`src/hdl/obc_pkg.sv`:
```
package obc_pkg;

   localparam int FRACTION_BITS     = 8;
   localparam int CORDIC_ITERATIONS = 16;
   localparam int ITER_W            = $clog2(CORDIC_ITERATIONS + 1);

   localparam int FULL_TURN   = 360 << FRACTION_BITS;
   localparam int MAX_POLAR   = (90 << FRACTION_BITS) - 1;
   localparam int POLAR_RESET = 45 << FRACTION_BITS;
   localparam int POLAR_SPAN  = 2 * MAX_POLAR;

   // A full turn is 45 << TURN_LOW_BITS, so the azimuth wrap keeps the low bits
   // and reduces the upper part by 45 with a reciprocal multiply.
   localparam int TURN_LOW_BITS = FRACTION_BITS + 3;
   localparam int TURN_ODD      = 45;
   localparam int TURN_RECIP    = 5965233;
   localparam int TURN_SHIFT    = 28;

   localparam int CORDIC_TURN = 360 << 16;
   localparam int CORDIC_GAIN = 652032874;

   localparam int DIV_W = 36;
   localparam int DSR_W = 17;

   typedef enum logic [1:0] {
      KIND_PRESS = 2'd0,
      KIND_MOVE  = 2'd1,
      KIND_ZOOM  = 2'd2,
      KIND_NONE  = 2'd3
   } kind_type;

   typedef enum logic [2:0] {
      REG_WIDTH    = 3'd0,
      REG_HEIGHT   = 3'd1,
      REG_CENTER_X = 3'd2,
      REG_CENTER_Y = 3'd3,
      REG_CENTER_Z = 3'd4,
      REG_MIN_RAD  = 3'd5,
      REG_START_RAD = 3'd6
   } reg_index_type;

   // Start and done strobes of an iterative unit.
   typedef struct packed {
      logic start;
   } unit_cmd_type;

   typedef struct packed {
      logic done;
   } unit_sts_type;

   // atan(2^-i) in degrees, Q.16.
   function automatic logic [22:0] atan_deg(input logic [4:0] i);
      logic [22:0] v;
      begin
         case (i)
            5'd0:  v = 23'd2949120;
            5'd1:  v = 23'd1740967;
            5'd2:  v = 23'd919879;
            5'd3:  v = 23'd466945;
            5'd4:  v = 23'd234379;
            5'd5:  v = 23'd117304;
            5'd6:  v = 23'd58666;
            5'd7:  v = 23'd29335;
            5'd8:  v = 23'd14668;
            5'd9:  v = 23'd7334;
            5'd10: v = 23'd3667;
            5'd11: v = 23'd1833;
            5'd12: v = 23'd917;
            5'd13: v = 23'd458;
            5'd14: v = 23'd229;
            5'd15: v = 23'd115;
            5'd16: v = 23'd57;
            5'd17: v = 23'd29;
            5'd18: v = 23'd14;
            5'd19: v = 23'd7;
            5'd20: v = 23'd4;
            5'd21: v = 23'd2;
            5'd22: v = 23'd1;
            default: v = 23'd0;
         endcase
         return v;
      end
   endfunction

endpackage

```
`src/hdl/obc_cordic.sv`:
```
module obc_cordic (
   input  logic                  clock,
   input  logic                  reset,
   input  obc_pkg::unit_cmd_type cmd,
   input  logic signed [17:0]    angle,
   output obc_pkg::unit_sts_type sts,
   output logic signed [31:0]    sin_q30,
   output logic signed [31:0]    cos_q30
);
   import obc_pkg::*;

   logic signed [31:0] x_ff, x_in, y_ff, y_in;
   logic signed [26:0] a_ff, a_in, a0;
   logic [ITER_W-1:0]  i_ff, i_in;
   logic               neg_ff, neg_in, busy_ff, busy_in, done_ff, done_in;
   logic signed [26:0] step;

   always_comb begin
      x_in    = x_ff;
      y_in    = y_ff;
      a_in    = a_ff;
      i_in    = i_ff;
      neg_in  = neg_ff;
      busy_in = busy_ff;
      done_in = 1'b0;
      a0      = 27'(angle) <<< (16 - FRACTION_BITS);
      step    = 27'($signed({1'b0, atan_deg(5'(i_ff))}));
      if (cmd.start) begin
         // Fold the angle into the right half plane first.
         neg_in = 1'b0;
         if (a0 > 27'(CORDIC_TURN / 2)) a0 = a0 - 27'(CORDIC_TURN);
         if (a0 > 27'(CORDIC_TURN / 4)) begin
            a0     = a0 - 27'(CORDIC_TURN / 2);
            neg_in = 1'b1;
         end else if (a0 < -27'(CORDIC_TURN / 4)) begin
            a0     = a0 + 27'(CORDIC_TURN / 2);
            neg_in = 1'b1;
         end
         a_in    = a0;
         x_in    = 32'(CORDIC_GAIN);
         y_in    = '0;
         i_in    = '0;
         busy_in = 1'b1;
      end else if (busy_ff) begin
         if (a_ff >= 0) begin
            x_in = x_ff - (y_ff >>> i_ff);
            y_in = y_ff + (x_ff >>> i_ff);
            a_in = a_ff - step;
         end else begin
            x_in = x_ff + (y_ff >>> i_ff);
            y_in = y_ff - (x_ff >>> i_ff);
            a_in = a_ff + step;
         end
         i_in = i_ff + 1'b1;
         if (i_ff == ITER_W'(CORDIC_ITERATIONS - 1)) begin
            busy_in = 1'b0;
            done_in = 1'b1;
         end
      end
   end

   always_ff @(posedge clock) begin
      if (reset) begin
         busy_ff <= 1'b0;
         done_ff <= 1'b0;
         i_ff    <= '0;
      end else begin
         busy_ff <= busy_in;
         done_ff <= done_in;
         i_ff    <= i_in;
      end
      x_ff   <= x_in;
      y_ff   <= y_in;
      a_ff   <= a_in;
      neg_ff <= neg_in;
   end

   assign sts.done = done_ff;
   assign sin_q30  = neg_ff ? -y_ff : y_ff;
   assign cos_q30  = neg_ff ? -x_ff : x_ff;

endmodule

```
`config.mk`:
```
export PLATFORM = sky130hd
export DESIGN_NAME = obc_cordic
export DESIGN_NICKNAME = d
export VERILOG_FILES = /design/src/hdl/obc_pkg.sv /design/src/hdl/obc_cordic.sv
export SDC_FILE = /design/constraint.sdc
export NUM_CORES = 1
export LEC_CHECK = 0
export BUFFER_PORTS_ARGS = -buffer_cell sky130_fd_sc_hd__buf_2
export CAP_MARGIN = 20
export CORE_MARGIN = 2
export CORE_UTILIZATION = 45
export CTS_BUF_LIST = sky130_fd_sc_hd__clkbuf_4 sky130_fd_sc_hd__clkbuf_8 sky130_fd_sc_hd__clkbuf_16
export DETAILED_ROUTE_END_ITERATION = 6
export HOLD_SLACK_MARGIN = 0.08
export PLACE_DENSITY = 0.66
export SLEW_MARGIN = 20
export SYNTH_ARGS = -nofsm -noshare
export SYNTH_HDL_FRONTEND = slang
export SYNTH_SLANG_ARGS = --single-unit
```
`constraint.sdc`:
```
create_clock -name clock -period 8.2 [get_ports clock]
set_clock_uncertainty 0.2 [all_clocks]
set_input_delay 0 -clock clock [delete_from_list [all_inputs] [get_ports clock]]
set_output_delay 0 -clock clock [all_outputs]
set_load 0.02 [all_outputs]
```
==> results of run 1 <==
## final cells by class
| class | count | area, um2 | area share [%] |
|---|---|---|---|
| multi-input cells | 1842 | 13700 | 72.8 |
| flip-flops and latches | 121 | 2720 | 14.5 |
| repair buffers | 145 | 968 | 5.15 |
| well taps | 518 | 648 | 3.44 |
| clock buffers | 19 | 440 | 2.34 |
| inverters | 58 | 218 | 1.16 |
| clock inverters | 13 | 121 | 0.645 |
| diodes | 1 | 2.50 | 0.0133 |
## metal layers
layer / vias up / global-route usage, % / share of wire (%)
met5: - / 0 / 0
li1: 8054 / - / -
met1: 8229 / 36.0 / 44
met2: 521 / 45.6 / 48
met4: 0 / 10.0 / 3.0
met3: 90 / 4.29 / 5.3
## cell families (layout without fill, tap and decap cells)
group | Yosys count | in the layout
compound gates | 611 | 611
simple gates | 691 | 691
buf+inv | 227 | 235
fa+ha+maj | 116 | 116
xor+xnor | 218 | 218
mux | 206 | 206
other cells | 0 | 1
flops | 121 | 121
## power by group through the flow
stage / combinational, W / sequential, W / clock, W
2_1_floorplan: 0.00506 / 0.000935 / 0
3_3_place_gp: 0.00608 / 0.00122 / 0
3_5_place_dp: 0.00617 / 0.00124 / 0
4_1_cts: 0.00626 / 0.00123 / 0.000766
5_1_grt: 0.00700 / 0.00127 / 0.000793
6_report: 0.00631 / 0.00124 / 0.000754
## repair_timing
action | 4_1_cts | 5_1_grt
hold endpoints to repair | 45 | 0
hold buffers | 31 | 0
setup endpoints to repair | 0 | 0
## worst paths after layout
check	cells after the start	to	slack [ns]
max	23	y_ff[31]	0.80
min	4	a_ff[20]	0.13
max reg2reg	23	y_ff[31]	0.80
min reg2reg	2	x_ff[0]	0.38
## worst max-delay path: stages (launching register included)
cell and delay (ns):
dfxtp_4 1.06, buf_4 0.38, mux4_2 0.52, mux2_2 0.29, a22o_1 0.19, nor2_1 0.23
ha_1 0.22, nand3_1 0.16, or4_1 0.69, nand2b_1 0.22, o31a_1 0.41, a21oi_1 0.18
xnor2_1 0.17, ha_1 0.33, nand2_1 0.10, o21ai_0 0.12, a21o_1 0.20, a21oi_1 0.15
o31ai_1 0.16, a31oi_1 0.31, o21ai_0 0.17, or2_2 0.30, mux2i_1 0.17, mux2_1 0.33
## synth_stat cells, types with 53 or more instances
cell type  instances  area share (%)
nand2_1          228             4.9
ha_1             113             8.1
o21ai_0          150             4.3
a21oi_1          157             4.5
dfxtp_1           93              11
nor2_1           199             4.3
inv_1             53             1.1
xnor2_1          147             7.4
xor2_1            71             3.6
mux4_2            83              11
clkbuf_1         111             2.4
mux2i_1           99             5.7
## through the flow
step | worst slack, ns | power [W] | utilization (%) | instance area, um2
2_1_floorplan | 2.00 | 0.00600 | - | 17400
3_3_place_gp | 1.12 | 0.00731 | 46.8 | 17900
3_5_place_dp | 0.960 | 0.00741 | 46.8 | 17900
4_1_cts | 0.910 | 0.00825 | 49.0 | 18800
5_1_grt | 0.219 | 0.00906 | 49.0 | 18800
6_report | 0.796 | 0.00830 | 49.0 | 18800
## state kept, by name (all words and copies together) (netlist names)
name	count
i_ff	5
busy_ff	1
x_ff	32
y_ff	32
a_ff	27
step	22
sts	1
neg_ff	1
==> key figures, run 1 <==
Finish
  • Share of layout cells above drive strength 1: 13.3%
  • Commonest non-fill, non-tap cell in the layout: nand2_1
  • Area Overhead vs Synth: 8.23%
  • FILL cells: 3,788
  • Most frequent cells in the layout: nand2_1, nor2_1, a21oi_1
  • Layout Nets: 2,322
  • Final Non-Filler Cells: 2,717

Yosys
  • Compound-Gate Fraction of Synth Area: 22.7%
  • Sequential-to-total area share from yosys stat: 15.5%
  • Mapped Nets: 2,327
  • Largest family of logic cells by synthesized area: compound AO/OA/AOI/OAI gates
  • Simple-Gate Fraction of Synth Area: 18.5%
  • Synth Instances: 2,190
  • Ys flop type: dfxtp_1
  • XOR/XNOR Fraction of Synth Area: 11.0%
  • Ys async rst share: 0%
  • Synth unique cells: 92
  • Flip-flop and latch count after synthesis: 121
  • EDFF count, synth: 28
  • Mux contribution to synthesized area: 18.1%
  • Synth Area per Inst: 7.94 um2
  • Synth Area in Adders: 8.48%
  • Warnings from Yosys: 0
  • Mapped cell area: 0.0174 mm2

Placed design
  • Final HPWL DP: 41.3 mm
  • Dpl cells: 2,653
  • Placer Congestion: 1.01
  • PortBufs: 85

Timing
  • RSZ-0062 raised after global routing: false
  • Max frequency: 0.135 GHz
  • Setup TNS: 0 ns
  • Tmin final: 7.40 ns
  • Relative slew slack: 28.4%
  • Period utilization: 90.3%
  • Final Hold Viols: 0
  • Worst hold margin: 0.128 ns
  • Final setup fails: 0
  • Measured slew at the worst slew-check pin: 1.07 ns
  • Max-slew violations: 0

Power
  • Switching Fraction: 52.2%
  • Seq pwr share: 14.9%
  • Leakage: 7.44 nW
  • Net Switching: 0.00433 W
  • Logic pwr share: 76.0%
  • Clock power share: 9.1%
  • Worst vdd ir: 0.209 mV
  • Power per cell area: 441 mW/mm2
  • Internal power: 0.00397 W

Die
  • Core Box Area: 0.0384 mm2
  • Die area: 0.0402 mm2
  • Die H: 201 um
  • Cell Rows: 72
  • Top-Level Pins: 86
  • Initial Util: 45.3%
  • Die width: 201 um

CTS
  • Post-CTS Setup Inserts: 0
  • TritonCTS clock tree: built
  • # clock sinks: 121
  • Clk Latency, worst-skew pair: 0.46 ns
  • Post-CTS Resized: 0
  • Clock transition at path regs: 0.06 ns
  • Max clock buf depth: 2
  • H-tree levels: 4
  • Num CTS Buffers: 17
  • Clk Tree Root Cell: clkbuf_16

Drt
  • Post-route ant nets: 0
  • DRC: 0
  • Vias per cell: 6.22
  • 1st-pass router iterations: 7
  • Via count: 16,894
  • WL final: 55.9 mm
  • Drt wl/cell: 20.6 um
  • DR iter-0 viols: 1,533

Setup path
  • Crit path required time: 8.33 ns
  • Worst Path Arrival: 7.53 ns
  • Critical Path Fanout Max: 74
  • Crit end category: flip-flop
  • FF-to-FF Start: i_ff[1]
  • CP startpoint kind: flip-flop
  • Beginning of the critical path: i_ff[1]
  • Crit path kind: flip-flop to flip-flop

Hold path
  • Hold Crit Start: angle[12]
  • Type of the tightest min-delay check: primary input to flip-flop

Global routing
  • First-pass GRT wire length: 88.3 mm
  • Gr usage total: 27.4%
  • Grt ovf: 0
  • Initial antenna violation count: 1
  • Largest net degree at the start of global routing: 77
  • Vias in the first global route: 15,871

Flow run
  • Max cap viols: 0

Run status
  • Status: finished, final reports clean
Note: power is estimated with default switching activity, not from simulation.
==> inputs of run 2 (changes only) <==
--- a/config.mk
+++ b/config.mk
@@ -5,7 +5,7 @@
 export SDC_FILE = /design/constraint.sdc
 export NUM_CORES = 1
 export LEC_CHECK = 0
-export BUFFER_PORTS_ARGS = -buffer_cell sky130_fd_sc_hd__buf_2
+export BUFFER_PORTS_ARGS = -buffer_cell sky130_fd_sc_hd__clkbuf_2
 export CAP_MARGIN = 20
 export CORE_MARGIN = 2
 export CORE_UTILIZATION = 45
==> run 2 against run 1 <==
Register-to-register slack better by 0.08 ns. Non-clock buffer count is 3 higher. Cell count barely moved. Highest routed layer unchanged. Via count increased by 0.45%. Worst hold slack lost 0.0039 ns. Utilization grew 0.21 points. Largest power group unchanged. Routed wire length increased by 0.25%. Total power increased by 0.81%. Largest cell class unchanged.
==> key figures, run 2 (synthesis results as in run 1) <==
Timing
  • Tmin final: 7.33 ns
  • Final Hold Viols: 0
  • Period utilization: 89.4%
  • Relative slew slack: 32.1%
  • RSZ-0062 raised after global routing: false
  • Measured slew at the worst slew-check pin: 1.02 ns
  • Max frequency: 0.136 GHz
  • Setup TNS: 0 ns
  • Final setup fails: 0
  • Max-slew violations: 0

Die
  • Die area: 0.0402 mm2
  • Top-Level Pins: 86
  • Die H: 201 um
  • Initial Util: 45.3%
  • Core Box Area: 0.0384 mm2
  • Die width: 201 um
  • Cell Rows: 72

Finish
  • Final Non-Filler Cells: 2,719
  • Final instance area: 0.0189 mm2
  • Share of layout cells above drive strength 1: 13.4%
  • Most frequent cells in the layout: nand2_1, nor2_1, a21oi_1
  • Area Overhead vs Synth: 8.68%
  • Biggest regs: x_ff: 32 flops, y_ff: 32 flops, a_ff: 27 flops
  • FILL cells: 3,735
  • Antenna cells: 0
  • Commonest non-fill, non-tap cell in the layout: nand2_1
  • Layout Nets: 2,325

CTS
  • TritonCTS clock tree: built
  • Clk Latency, worst-skew pair: 0.46 ns
  • Num CTS Buffers: 17
  • Max clock buf depth: 2
  • Clk Tree Root Cell: clkbuf_16
  • Clock transition at path regs: 0.07 ns
  • Post-CTS Resized: 0
  • H-tree levels: 4
  • # clock sinks: 121

Placed design
  • Dpl cells: 2,655
  • PortBufs: 85
  • Final HPWL DP: 41.0 mm
  • Cell Area, Placed: 0.0180 mm2
  • Placer Congestion: 1.02

Setup path
  • Worst Path Arrival: 7.47 ns
  • Beginning of the critical path: i_ff[1]
  • FF-to-FF Start: i_ff[1]
  • Crit end category: flip-flop
  • Crit path kind: flip-flop to flip-flop
  • CP startpoint kind: flip-flop
  • Critical Path Fanout Max: 68
  • Crit path required time: 8.34 ns

Power
  • Leakage: 7.50 nW
  • Power per cell area: 443 mW/mm2
  • Worst vdd ir: 0.195 mV

Global routing
  • Met2 Use GR: 45.9%
  • Met1 Usage GRT: 36.4%
  • Met3 Usage GRT: 3.54%
  • Initial antenna violation count: 0
  • Vias in the first global route: 15,692
  • Largest net degree at the start of global routing: 76
  • Gr usage total: 27.4%
  • Grt ovf: 0
  • First-pass GRT wire length: 88.3 mm
  • GRT busiest layer: met2

Hold path
  • Hold Crit Start: angle[13]
  • Type of the tightest min-delay check: primary input to flip-flop

Drt
  • WL final: 56.0 mm
  • Drt wl/cell: 20.6 um
  • DR iter-0 viols: 1,816
  • Vias per cell: 6.24
  • Via count: 16,970
  • Post-route ant nets: 0
  • DRC: 0
  • 1st-pass router iterations: 5

Flow run
  • Max cap viols: 0

Run status
  • Status: finished, final reports clean
==> run 2: worst paths after layout <==
check	endpoint	cells past startpoint	slack, ns
min reg2reg	x_ff[0]	2	0.37
max reg2reg	y_ff[31]	23	0.87
min	a_ff[21]	4	0.12
max	y_ff[31]	23	0.87
==> run 2: where the power goes <==
| part | internal [W] | leakage [nW] | switching, W |
|---|---|---|---|
| clock network | 0.000501 | 0.302 | 0.000324 |
| logic | 0.00271 | 6.14 | 0.00360 |
| registers | 0.000824 | 1.05 | 0.000411 |
| total | 0.00404 | 7.50 | 0.00433 |
==> run 2: timing repair <==
item	in CTS	in global routing
endpoints found under the hold margin	46	0
hold buffers	32	0
setup buffers	0	0
==> run 2: metal layers <==
layer,vias up,wire length [um]
li1,8061,-
met1,8232,24300
met2,585,26900
met3,92,3120
met4,0,1670
met5,-,0
==> run 2: worst max-delay path: stages (launching register included) <==
cell	delay, ns
dfxtp_4	1.02
buf_4	0.37
mux4_2	0.53
mux2_2	0.29
a22o_1	0.19
nor2_1	0.23
ha_1	0.23
nand3_1	0.16
or4_1	0.70
nand2b_1	0.22
o31a_1	0.40
a21oi_1	0.18
xnor2_1	0.17
ha_1	0.33
nand2_1	0.10
o21ai_0	0.10
a21o_1	0.18
a21oi_1	0.15
o31ai_1	0.16
a31oi_1	0.30
o21ai_0	0.18
or2_2	0.29
mux2i_1	0.16
mux2_1	0.33
==> run 2: layout make-up <==
class	count	area (um2)	area share, %
Multi-Input combinational cell	1842	13700	72.5
Sequential cell	121	2720	14.4
Clock inverter	13	168	0.887
Clock buffer	19	458	2.42
Inverter	58	218	1.15
Timing Repair Buffer	148	981	5.19
Tap cell	518	648	3.43
==> run 2: stage by stage <==
stage / setup WS (ns) / power [W] / hold slack [ns] / util, %
2_1_floorplan: 2.00 / 0.00600 / -0.128 / -
3_3_place_gp: 1.17 / 0.00731 / 0.0405 / 46.8
3_5_place_dp: 1.01 / 0.00741 / 0.0351 / 46.8
4_1_cts: 0.950 / 0.00832 / 0.0826 / 49.3
5_1_grt: 0.489 / 0.00908 / 0.133 / 49.3
6_report: 0.871 / 0.00837 / 0.124 / 49.3
