--- src/hdl/obc_pkg.sv ---
package obc_pkg;

   localparam int FRACTION_BITS     = 8;
   localparam int CORDIC_ITERATIONS = 16;
   localparam int ITER_W            = $clog2(CORDIC_ITERATIONS + 1);

   localparam int FULL_TURN   = 360 << FRACTION_BITS;
   localparam int MAX_POLAR   = (90 << FRACTION_BITS) - 1;
   localparam int POLAR_RESET = 45 << FRACTION_BITS;
   localparam int POLAR_SPAN  = 2 * MAX_POLAR;

   // A full turn is 45 << TURN_LOW_BITS, so the azimuth wrap keeps the low bits
   // and reduces the upper part by 45 with a reciprocal multiply.
   localparam int TURN_LOW_BITS = FRACTION_BITS + 3;
   localparam int TURN_ODD      = 45;
   localparam int TURN_RECIP    = 5965233;
   localparam int TURN_SHIFT    = 28;

   localparam int CORDIC_TURN = 360 << 16;
   localparam int CORDIC_GAIN = 652032874;

   localparam int DIV_W = 36;
   localparam int DSR_W = 17;

   typedef enum logic [1:0] {
      KIND_PRESS = 2'd0,
      KIND_MOVE  = 2'd1,
      KIND_ZOOM  = 2'd2,
      KIND_NONE  = 2'd3
   } kind_type;

   typedef enum logic [2:0] {
      REG_WIDTH    = 3'd0,
      REG_HEIGHT   = 3'd1,
      REG_CENTER_X = 3'd2,
      REG_CENTER_Y = 3'd3,
      REG_CENTER_Z = 3'd4,
      REG_MIN_RAD  = 3'd5,
      REG_START_RAD = 3'd6
   } reg_index_type;

   // Start and done strobes of an iterative unit.
   typedef struct packed {
      logic start;
   } unit_cmd_type;

   typedef struct packed {
      logic done;
   } unit_sts_type;

   // atan(2^-i) in degrees, Q.16.
   function automatic logic [22:0] atan_deg(input logic [4:0] i);
      logic [22:0] v;
      begin
         case (i)
            5'd0:  v = 23'd2949120;
            5'd1:  v = 23'd1740967;
            5'd2:  v = 23'd919879;
            5'd3:  v = 23'd466945;
            5'd4:  v = 23'd234379;
            5'd5:  v = 23'd117304;
            5'd6:  v = 23'd58666;
            5'd7:  v = 23'd29335;
            5'd8:  v = 23'd14668;
            5'd9:  v = 23'd7334;
            5'd10: v = 23'd3667;
            5'd11: v = 23'd1833;
            5'd12: v = 23'd917;
            5'd13: v = 23'd458;
            5'd14: v = 23'd229;
            5'd15: v = 23'd115;
            5'd16: v = 23'd57;
            5'd17: v = 23'd29;
            5'd18: v = 23'd14;
            5'd19: v = 23'd7;
            5'd20: v = 23'd4;
            5'd21: v = 23'd2;
            5'd22: v = 23'd1;
            default: v = 23'd0;
         endcase
         return v;
      end
   endfunction

endpackage

--- src/hdl/obc_div.sv ---
module obc_div (
   input  logic                        clock,
   input  logic                        reset,
   input  obc_pkg::unit_cmd_type       cmd,
   input  logic [obc_pkg::DIV_W-1:0]   dividend,
   input  logic [obc_pkg::DSR_W-1:0]   divisor,
   output obc_pkg::unit_sts_type       sts,
   output logic [obc_pkg::DIV_W-1:0]   quotient
);
   import obc_pkg::*;

   localparam int CNT_W = $clog2(DIV_W + 1);

   logic [DIV_W-1:0] quo_ff, quo_in;
   logic [DSR_W-1:0] rem_ff, rem_in, dsr_ff, dsr_in;
   logic [CNT_W-1:0] cnt_ff, cnt_in;
   logic             busy_ff, busy_in, done_ff, done_in;
   logic [DSR_W:0]   trial;

   // One quotient bit per cycle, restoring form.
   always_comb begin
      quo_in  = quo_ff;
      rem_in  = rem_ff;
      dsr_in  = dsr_ff;
      cnt_in  = cnt_ff;
      busy_in = busy_ff;
      done_in = 1'b0;
      trial   = {rem_ff, quo_ff[DIV_W-1]} - {1'b0, dsr_ff};
      if (cmd.start) begin
         quo_in  = dividend;
         rem_in  = '0;
         dsr_in  = divisor;
         cnt_in  = CNT_W'(DIV_W);
         busy_in = 1'b1;
      end else if (busy_ff) begin
         if (!trial[DSR_W]) begin
            rem_in = trial[DSR_W-1:0];
            quo_in = {quo_ff[DIV_W-2:0], 1'b1};
         end else begin
            rem_in = {rem_ff[DSR_W-2:0], quo_ff[DIV_W-1]};
            quo_in = {quo_ff[DIV_W-2:0], 1'b0};
         end
         cnt_in = cnt_ff - 1'b1;
         if (cnt_ff == CNT_W'(1)) begin
            busy_in = 1'b0;
            done_in = 1'b1;
         end
      end
   end

   always_ff @(posedge clock) begin
      if (reset) begin
         busy_ff <= 1'b0;
         done_ff <= 1'b0;
         cnt_ff  <= '0;
      end else begin
         busy_ff <= busy_in;
         done_ff <= done_in;
         cnt_ff  <= cnt_in;
      end
      quo_ff <= quo_in;
      rem_ff <= rem_in;
      dsr_ff <= dsr_in;
   end

   assign sts.done  = done_ff;
   assign quotient  = quo_ff;

endmodule

--- config.mk ---
export PLATFORM = sky130hd
export DESIGN_NAME = obc_div
export DESIGN_NICKNAME = d
export VERILOG_FILES = /design/src/hdl/obc_pkg.sv /design/src/hdl/obc_div.sv
export SDC_FILE = /design/constraint.sdc
export NUM_CORES = 1
export LEC_CHECK = 0
export CAP_MARGIN = 10
export CORE_MARGIN = 2
export CORE_UTILIZATION = 40
export DETAILED_ROUTE_END_ITERATION = 8
export DONT_BUFFER_PORTS = 1
export PLACE_DENSITY = 0.54
export SYNTH_ARGS = -nofsm -noshare
export SYNTH_HDL_FRONTEND = slang
export SYNTH_SLANG_ARGS = --single-unit
--- constraint.sdc ---
create_clock -name clock -period 2.3 [get_ports clock]
set_input_delay 0.46 -clock clock [delete_from_list [all_inputs] [get_ports clock]]
set_output_delay 0.46 -clock clock [all_outputs]
set_load 0.01 [all_outputs]
==> key figures, run 1 <==
Synthesis
  • Proportion of netlist area held by the largest area contributor: 0.385
  • Biggest area consumer among synthesized cells: sky130_fd_sc_hd__edfxtp_1
  • Number of different library cells in the post-synthesis netlist: 50
  • Mean Syn Cell Area: 11.1 um2
  • Flip-flop and latch count after synthesis: 78
  • Total number of yosys warnings: 0
  • Net Count, Synth: 448
  • Cell count after synthesis: 372
  • Most common library cells after synthesis: sky130_fd_sc_hd__edfxtp_1 (53), sky130_fd_sc_hd__nand2_1 (43), sky130_fd_sc_hd__mux2_2 (35)
  • Share of the yosys chip area belonging to registers: 0.506
  • Mapped Area: 0.00413 mm2
  • Most numerous cell in the Yosys netlist: sky130_fd_sc_hd__edfxtp_1
  • Share of flip-flops with an asynchronous set or reset after synthesis: 0
  • Biggest area contributors in the synthesized netlist: sky130_fd_sc_hd__edfxtp_1 (39%), sky130_fd_sc_hd__dfxtp_1 (12%), sky130_fd_sc_hd__mux2_2 (9.5%)
  • Flip-flop cell with the highest count after synthesis: sky130_fd_sc_hd__edfxtp_1
  • Post-synth EDFFs: 53

Timing
  • Headroom to the max-slew limit: 0.662
  • Final worst path period need: 2.33 ns
  • Final worst clock skew: 0.0139 ns
  • Slew at the pin closest to its max-slew limit: 0.507 ns
  • Final setup violation count: 6
  • Count of endpoints failing hold in the final timing report: 0
  • Fraction of the cycle the final worst path needs: 1.01
  • Max-slew violation count: 0
  • Fmax: 430 MHz
  • Final worst setup slack: -0.0267 ns
  • Unrepaired setup endpoints after global routing: yes

Setup path
  • Reg2reg setup slack: -0.03 ns
  • Startpoint type of the worst setup path: flop
  • CP Launch Point: dsr_ff[4]
  • Worst Path Arrival: 2.58 ns
  • Req. time, crit path: 2.55 ns
  • Reg2reg start: dsr_ff[4]
  • Worst-path fanout max: 5
  • Type of element capturing the critical path: flop
  • Critical Setup Path Class: reg2reg

Die
  • Row cnt: 37
  • Core region area: 0.0102 mm2
  • Width of the chip: 106 um
  • Area of the die: 0.0112 mm2
  • Die span in y: 106 um
  • Initial Util: 0.406
  • Number of top-level pins: 93

Global route
  • Number of global-route vias before repair: 2990
  • Initial antenna violation count: 0
  • Wire length of the first global-routing pass: 14500 um
  • Largest net degree at the start of global routing: 83
  • Overall track demand over capacity in global routing: 0.166
  • GRT overflow: 0

Pwr
  • Worst IR drop on VDD: 0.323 mV
  • PD cells: 751 mW/mm2
  • Power Total: 0.00384 W
  • P_leak: 1.95 nW

Finish
  • Layout Nets: 491
  • Share of post-route cells with drive strength above 1: 0.376
  • Final core area utilization: 0.502
  • Antenna diode count: 0
  • Area growth, synth to finish: 23.8%

Drt
  • Via Count: 2909
  • Routed WL per cell: 16.5 um
  • Number of nets with antenna violations after routing: 0
  • Violation count after the first detailed-route iteration: 97
  • Vias per inst: 5.23
  • Number of DRC violations after detailed routing: 0
  • First-pass DRT Iterations: 4
  • Post-Route WL: 9150 um

Placed design
  • Post-DP HPWL: 6200 um
  • Final estimated routing congestion in global placement: 0.877
  • Count of buffers from port buffering: 0

Clock tree
  • Number of buffers added to fix hold violations after cts: 0
  • Clock insertion delay at the later pin of the skew report: 0.36 ns
  • TritonCTS clock tree: done
  • Clk Tree Root Cell: sky130_fd_sc_hd__clkbuf_8
  • Clock Sink Count: 78
  • Register clock-pin slew on the reported worst setup and hold paths: 0.08 ns
  • Inserted Clock Buffers: 9
  • Clock Tree Buf Depth: 2
  • CTS H-Tree Depth: 3

Worst hold path
  • Hold_sp: reset
  • Min-Delay Path Class: in2reg

Flow run
  • Number of max-capacitance violations reported: 0

Run status
  • Result of the run: complete, but fails checks
  • Violated checks: negative setup slack
where the power goes:
group	internal [W]	switching [W]	leakage, nW
sequential	0.00166	0.000129	0.734
clock	0.000494	0.000520	0.0980
combinational	0.000517	0.000524	1.12
total	0.00267	0.00117	1.95
layout make-up:
cell class	count	area (um2)
Fill cell	899	5070
Clock inverter	7	65.1
Multi-Input combinational cell	251	2170
Clock buffer	9	124
Sequential cell	78	2090
Timing Repair Buffer	52	409
Tap cell	136	170
Inverter	23	86.3
critical path, cell delays in order (launching register included):
cell                       delay, ns
sky130_fd_sc_hd__edfxtp_1       0.38
sky130_fd_sc_hd__inv_2          0.07
sky130_fd_sc_hd__ha_4           0.20
sky130_fd_sc_hd__a21o_1         0.22
sky130_fd_sc_hd__a31oi_4        0.22
sky130_fd_sc_hd__a21oi_4        0.10
sky130_fd_sc_hd__a211oi_4       0.33
sky130_fd_sc_hd__xor2_2         0.23
sky130_fd_sc_hd__buf_4          0.18
sky130_fd_sc_hd__nand2_2        0.05
sky130_fd_sc_hd__a311oi_1       0.24
worst paths after layout:
kind,to,depth (start not counted)
worst max-delay path,rem_ff[13],10
worst min-delay path,cnt_ff[5],1
worst max register to register,rem_ff[13],10
worst min register to register,cnt_ff[1],2
cells by family after synthesis:
group	share of synthesized area
AO/OA/AOI/OAI	0.143
XOR/XNOR	0.0484
adder cells (fa/ha/maj)	0.0624
buffers and inverters	0.0415
flip-flops	0.506
multiplexers	0.0954
AND/OR/NAND/NOR	0.104
per-stage QoR:
stage                     instances  setup slack, ns  setup TNS [ns]  hold slack (ns)  instance area, um2
final                           556          -0.0267         -0.0770            0.171                5120
after detailed placement        533           -0.173           -1.32            0.493                4590
after global placement          533           -0.171          -0.869            0.487                4590
after global routing            556           -0.173           -2.22            0.154                5120
after CTS                       553          -0.0258         -0.0733            0.154                4960
after floorplan                 372          0.00850               0            0.468                4180
registers in the layout (all words and copies together) (netlist names):
name and cells:
cnt_ff 6, dsr_ff 17, sts 1, quotient 36, busy_ff 1, rem_ff 17
placed cells by master (no fill, tap or decap), types with 7 or more instances in the layout:
cell	instances
sky130_fd_sc_hd__a21o_1	8
sky130_fd_sc_hd__a21oi_1	13
sky130_fd_sc_hd__a311oi_2	10
sky130_fd_sc_hd__buf_4	48
sky130_fd_sc_hd__clkbuf_8	9
sky130_fd_sc_hd__dfxtp_1	25
sky130_fd_sc_hd__edfxtp_1	53
sky130_fd_sc_hd__ha_1	15
sky130_fd_sc_hd__inv_1	21
sky130_fd_sc_hd__mux2_2	35
sky130_fd_sc_hd__nand2_1	34
sky130_fd_sc_hd__nand2_2	7
sky130_fd_sc_hd__nor2_1	28
sky130_fd_sc_hd__nor3_1	7
sky130_fd_sc_hd__xnor2_1	15
per-layer routing:
metal / part of all wire / up-vias / GRT usage
met5: 0 / - / 0
met4: 0.021 / 0 / 0.0714
met3: 0.051 / 17 / 0.0470
met2: 0.47 / 86 / 0.257
met1: 0.46 / 1368 / 0.217
li1: - / 1438 / -
what timing repair did:
action	4_1_cts	5_1_grt
pin swaps	13	13
gates cloned	0	0
setup endpoints to repair	18	18
gates resized for setup	27	27
setup buffers	4	3
Power figures use the tool's default switching activity.
==> run 2: changes to the inputs <==
==> constraint.sdc (replaced) <==
create_clock -name clock -period 2.3 [get_ports clock]
set_input_delay 0.115 -clock clock [delete_from_list [all_inputs] [get_ports clock]]
set_output_delay 0.115 -clock clock [all_outputs]
set_load 0.01 [all_outputs]
==> run 2 against run 1 <==
The run still ends with negative setup slack left; combinational power grew 16%; sequential share of layout area shrank 6.2 points; maximum frequency shrank 0.32%; wire length grew 11%; final cell count grew 16%; flip-flop and latch count is the same; largest cell class unchanged.
==> key figures, run 2 (same netlist as run 1, synthesis figures left out) <==
Finish
  • Fillers: 849 (-5.6%)
  • Layout Nets: 582 (+19%)
  • Commonest non-fill, non-tap cell in the layout: sky130_fd_sc_hd__dlygate4sd3_1
  • Leading cell types in the layout, fill and taps excluded: sky130_fd_sc_hd__dlygate4sd3_1 (90), sky130_fd_sc_hd__edfxtp_1 (53), sky130_fd_sc_hd__buf_4 (48), sky130_fd_sc_hd__nand2_1 (36), sky130_fd_sc_hd__mux2_2 (35)
  • Antenna diode count: 0 (unchanged)
  • Share of post-route cells with drive strength above 1: 0.311 (-0.0650)
  • Final Instance Area: 0.00602 mm2 (+18%)
  • Area growth, synth to finish: 45.7%
  • Final cell count without fillers: 647 (+16%)
  • Flip-flop count of the largest register, all copies and words added: 36 (unchanged)

Clock tree
  • Clk Tree Root Cell: sky130_fd_sc_hd__clkbuf_8
  • CTS H-Tree Depth: 3 (unchanged)
  • Register clock-pin slew on the reported worst setup and hold paths: 0.09 ns (about the same)
  • Inserted Clock Buffers: 9 (unchanged)
  • Clock insertion delay at the later pin of the skew report: 0.35 ns (about the same)
  • Clock Sink Count: 78 (unchanged)
  • TritonCTS clock tree: done
  • Clock Tree Buf Depth: 2 (unchanged)

Placed design
  • Placed Cells incl. Taps: 533 (unchanged)
  • Final estimated routing congestion in global placement: 0.877 (unchanged)
  • Count of buffers from port buffering: 0 (unchanged)
  • Post-DP HPWL: 6200 um (unchanged)
  • Post-DP Area: 0.00459 mm2 (unchanged)

Worst hold path
  • Min-Delay Path Class: in2reg

Timing
  • Unrepaired setup endpoints after global routing: yes
  • Final setup violation count: 9 (+3)
  • Max-slew violation count: 0 (unchanged)
  • Final worst setup slack: -0.0342 ns (-0.00746 ns)
  • Fmax: 428 MHz (-0.32%)
  • Count of endpoints failing hold in the final timing report: 0 (unchanged)
  • Slew at the pin closest to its max-slew limit: 0.483 ns (-0.0233 ns)
  • Final worst path period need: 2.33 ns (+0.00746 ns)
  • Headroom to the max-slew limit: 0.677 (+0.0156)
  • Final worst clock skew: 0.00872 ns (-0.00518 ns)
  • Fraction of the cycle the final worst path needs: 1.01 (+0.00324)

Flow run
  • Number of max-capacitance violations reported: 0 (unchanged)

Pwr
  • Share of total power consumed by net switching: 0.303 (-0.00206)
  • P_sw: 0.00122 W (+3.9%)
  • Part of the power in registers: 0.446 (-0.019)
  • P_leak: 2.35 nW (+20%)
  • Worst IR drop on VDD: 0.332 mV (+2.8%)
  • Clock power frac: 0.253 (-0.011)
  • PD cells: 667 mW/mm2 (-11%)
  • Cell-internal power: 0.00280 W (+4.9%)
  • Logic pwr share: 0.302 (+0.031)

Drt
  • Violation count after the first detailed-route iteration: 144 (+48%)
  • Vias per inst: 5.07 (-3.1%)
  • Number of DRC violations after detailed routing: 0 (unchanged)
  • Via Count: 3279 (+13%)
  • First-pass DRT Iterations: 4 (unchanged)
  • Routed WL per cell: 15.8 um (-4.3%)
  • Post-Route WL: 10200 um (+11%)
  • Number of nets with antenna violations after routing: 0 (unchanged)

Setup path
  • Worst-path fanout max: 6 (+1)
  • Worst path max stage delay: 0.38 ns (about the same)
  • Worst Path Arrival: 2.60 ns (+0.02 ns)
  • Worst-path cell with the longest stage delay: sky130_fd_sc_hd__edfxtp_1
  • Critical Setup Path Class: reg2reg
  • Reg2reg setup slack: -0.03 ns (about the same)
  • Req. time, crit path: 2.57 ns (+0.02 ns)
  • Type of element capturing the critical path: flop
  • Critical-path cell list: inv_1 > ha_1 > buf_4 > and3_1 > nand2_2 > a21oi_4 > a211oi_4 > xor2_2 > buf_6 > nand2_1 > a311oi_2
  • Startpoint type of the worst setup path: flop

Die
  • Area of the die: 0.0112 mm2 (unchanged)
  • Initial Util: 0.406 (unchanged)
  • Row cnt: 37 (unchanged)
  • Core region area: 0.0102 mm2 (unchanged)
  • Number of top-level pins: 93 (unchanged)
  • Die span in y: 106 um (unchanged)
  • Width of the chip: 106 um (unchanged)

Global route
  • Overall track demand over capacity in global routing: 0.187 (+0.0211)
  • Initial antenna violation count: 0 (unchanged)
  • Number of global-route vias before repair: 3388 (+13%)
  • GRT overflow: 0 (unchanged)
  • Largest net degree at the start of global routing: 43 (-48%)
  • Wire length of the first global-routing pass: 16300 um (+13%)

Run status
  • Result of the run: complete, but fails checks
  • Violated checks: negative setup slack
run 2: power groups by stage:
| stage | Combinational, W | Sequential [W] | Clock, W |
|---|---|---|---|
| after floorplan | 0.000623 | 0.00178 | 0 |
| after global placement | 0.000849 | 0.00181 | 0 |
| after detailed placement | 0.000866 | 0.00182 | 0 |
| after CTS | 0.00113 | 0.00179 | 0.00105 |
| after global routing | 0.00132 | 0.00181 | 0.00110 |
| final | 0.00121 | 0.00179 | 0.00101 |
run 2: through the flow:
stage / power [W] / hold slack (ns) / setup TNS (ns) / util / setup WS (ns)
global placement: 0.00266 / 0.189 / -0.869 / 0.451 / -0.171
finish: 0.00402 / 0.0314 / -0.119 / 0.591 / -0.0342
detailed placement: 0.00268 / 0.190 / -1.32 / 0.451 / -0.173
global route: 0.00423 / 0.0125 / -2.02 / 0.591 / -0.154
floorplan: 0.00240 / 0.214 / 0 / - / 0.00850
CTS: 0.00397 / 0.000244 / -0.0733 / 0.577 / -0.0258
run 2: final cells by class:
type	count	area, um2	area share
clock buffers	9	124	0.0206
flip-flops and latches	78	2090	0.347
well taps	136	170	0.0283
multi-input cells	251	2160	0.358
repair buffers	143	1330	0.220
clock inverters	7	65.1	0.0108
inverters	23	86.3	0.0143
run 2: final timing paths:
path,from,end,depth (start not counted)
worst min register to register,rem_ff[12],rem_ff[13],2
worst max-delay path,dsr_ff[6],rem_ff[5],11
worst min-delay path,cmd,quotient[26],1
worst max register to register,dsr_ff[6],rem_ff[5],11
run 2: layer usage:
layer,global-route usage,vias to the layer above,share of wire
met5,0,-,0
met4,0.0724,0,0.017
met3,0.0464,15,0.040
met2,0.312,75,0.49
met1,0.233,1571,0.45
li1,-,1618,-
run 2: timing repair:
item                                   CTS  global route
buffers inserted                         4             3
gates cloned                             0             0
endpoints found under the hold margin   96             1
setup endpoints to repair               18            18
gates resized for setup                 27            24
hold buffers                            90             1
pin swaps                               13            12
run 2: critical path: cells and delay by family, from the launching register on:
family / cells / cell delay (ns)
xor+xnor: 1 / 0.24
compound gates: 3 / 0.62
flops: 1 / 0.38
fa+ha+maj: 1 / 0.25
simple gates: 3 / 0.34
buf+inv: 3 / 0.41
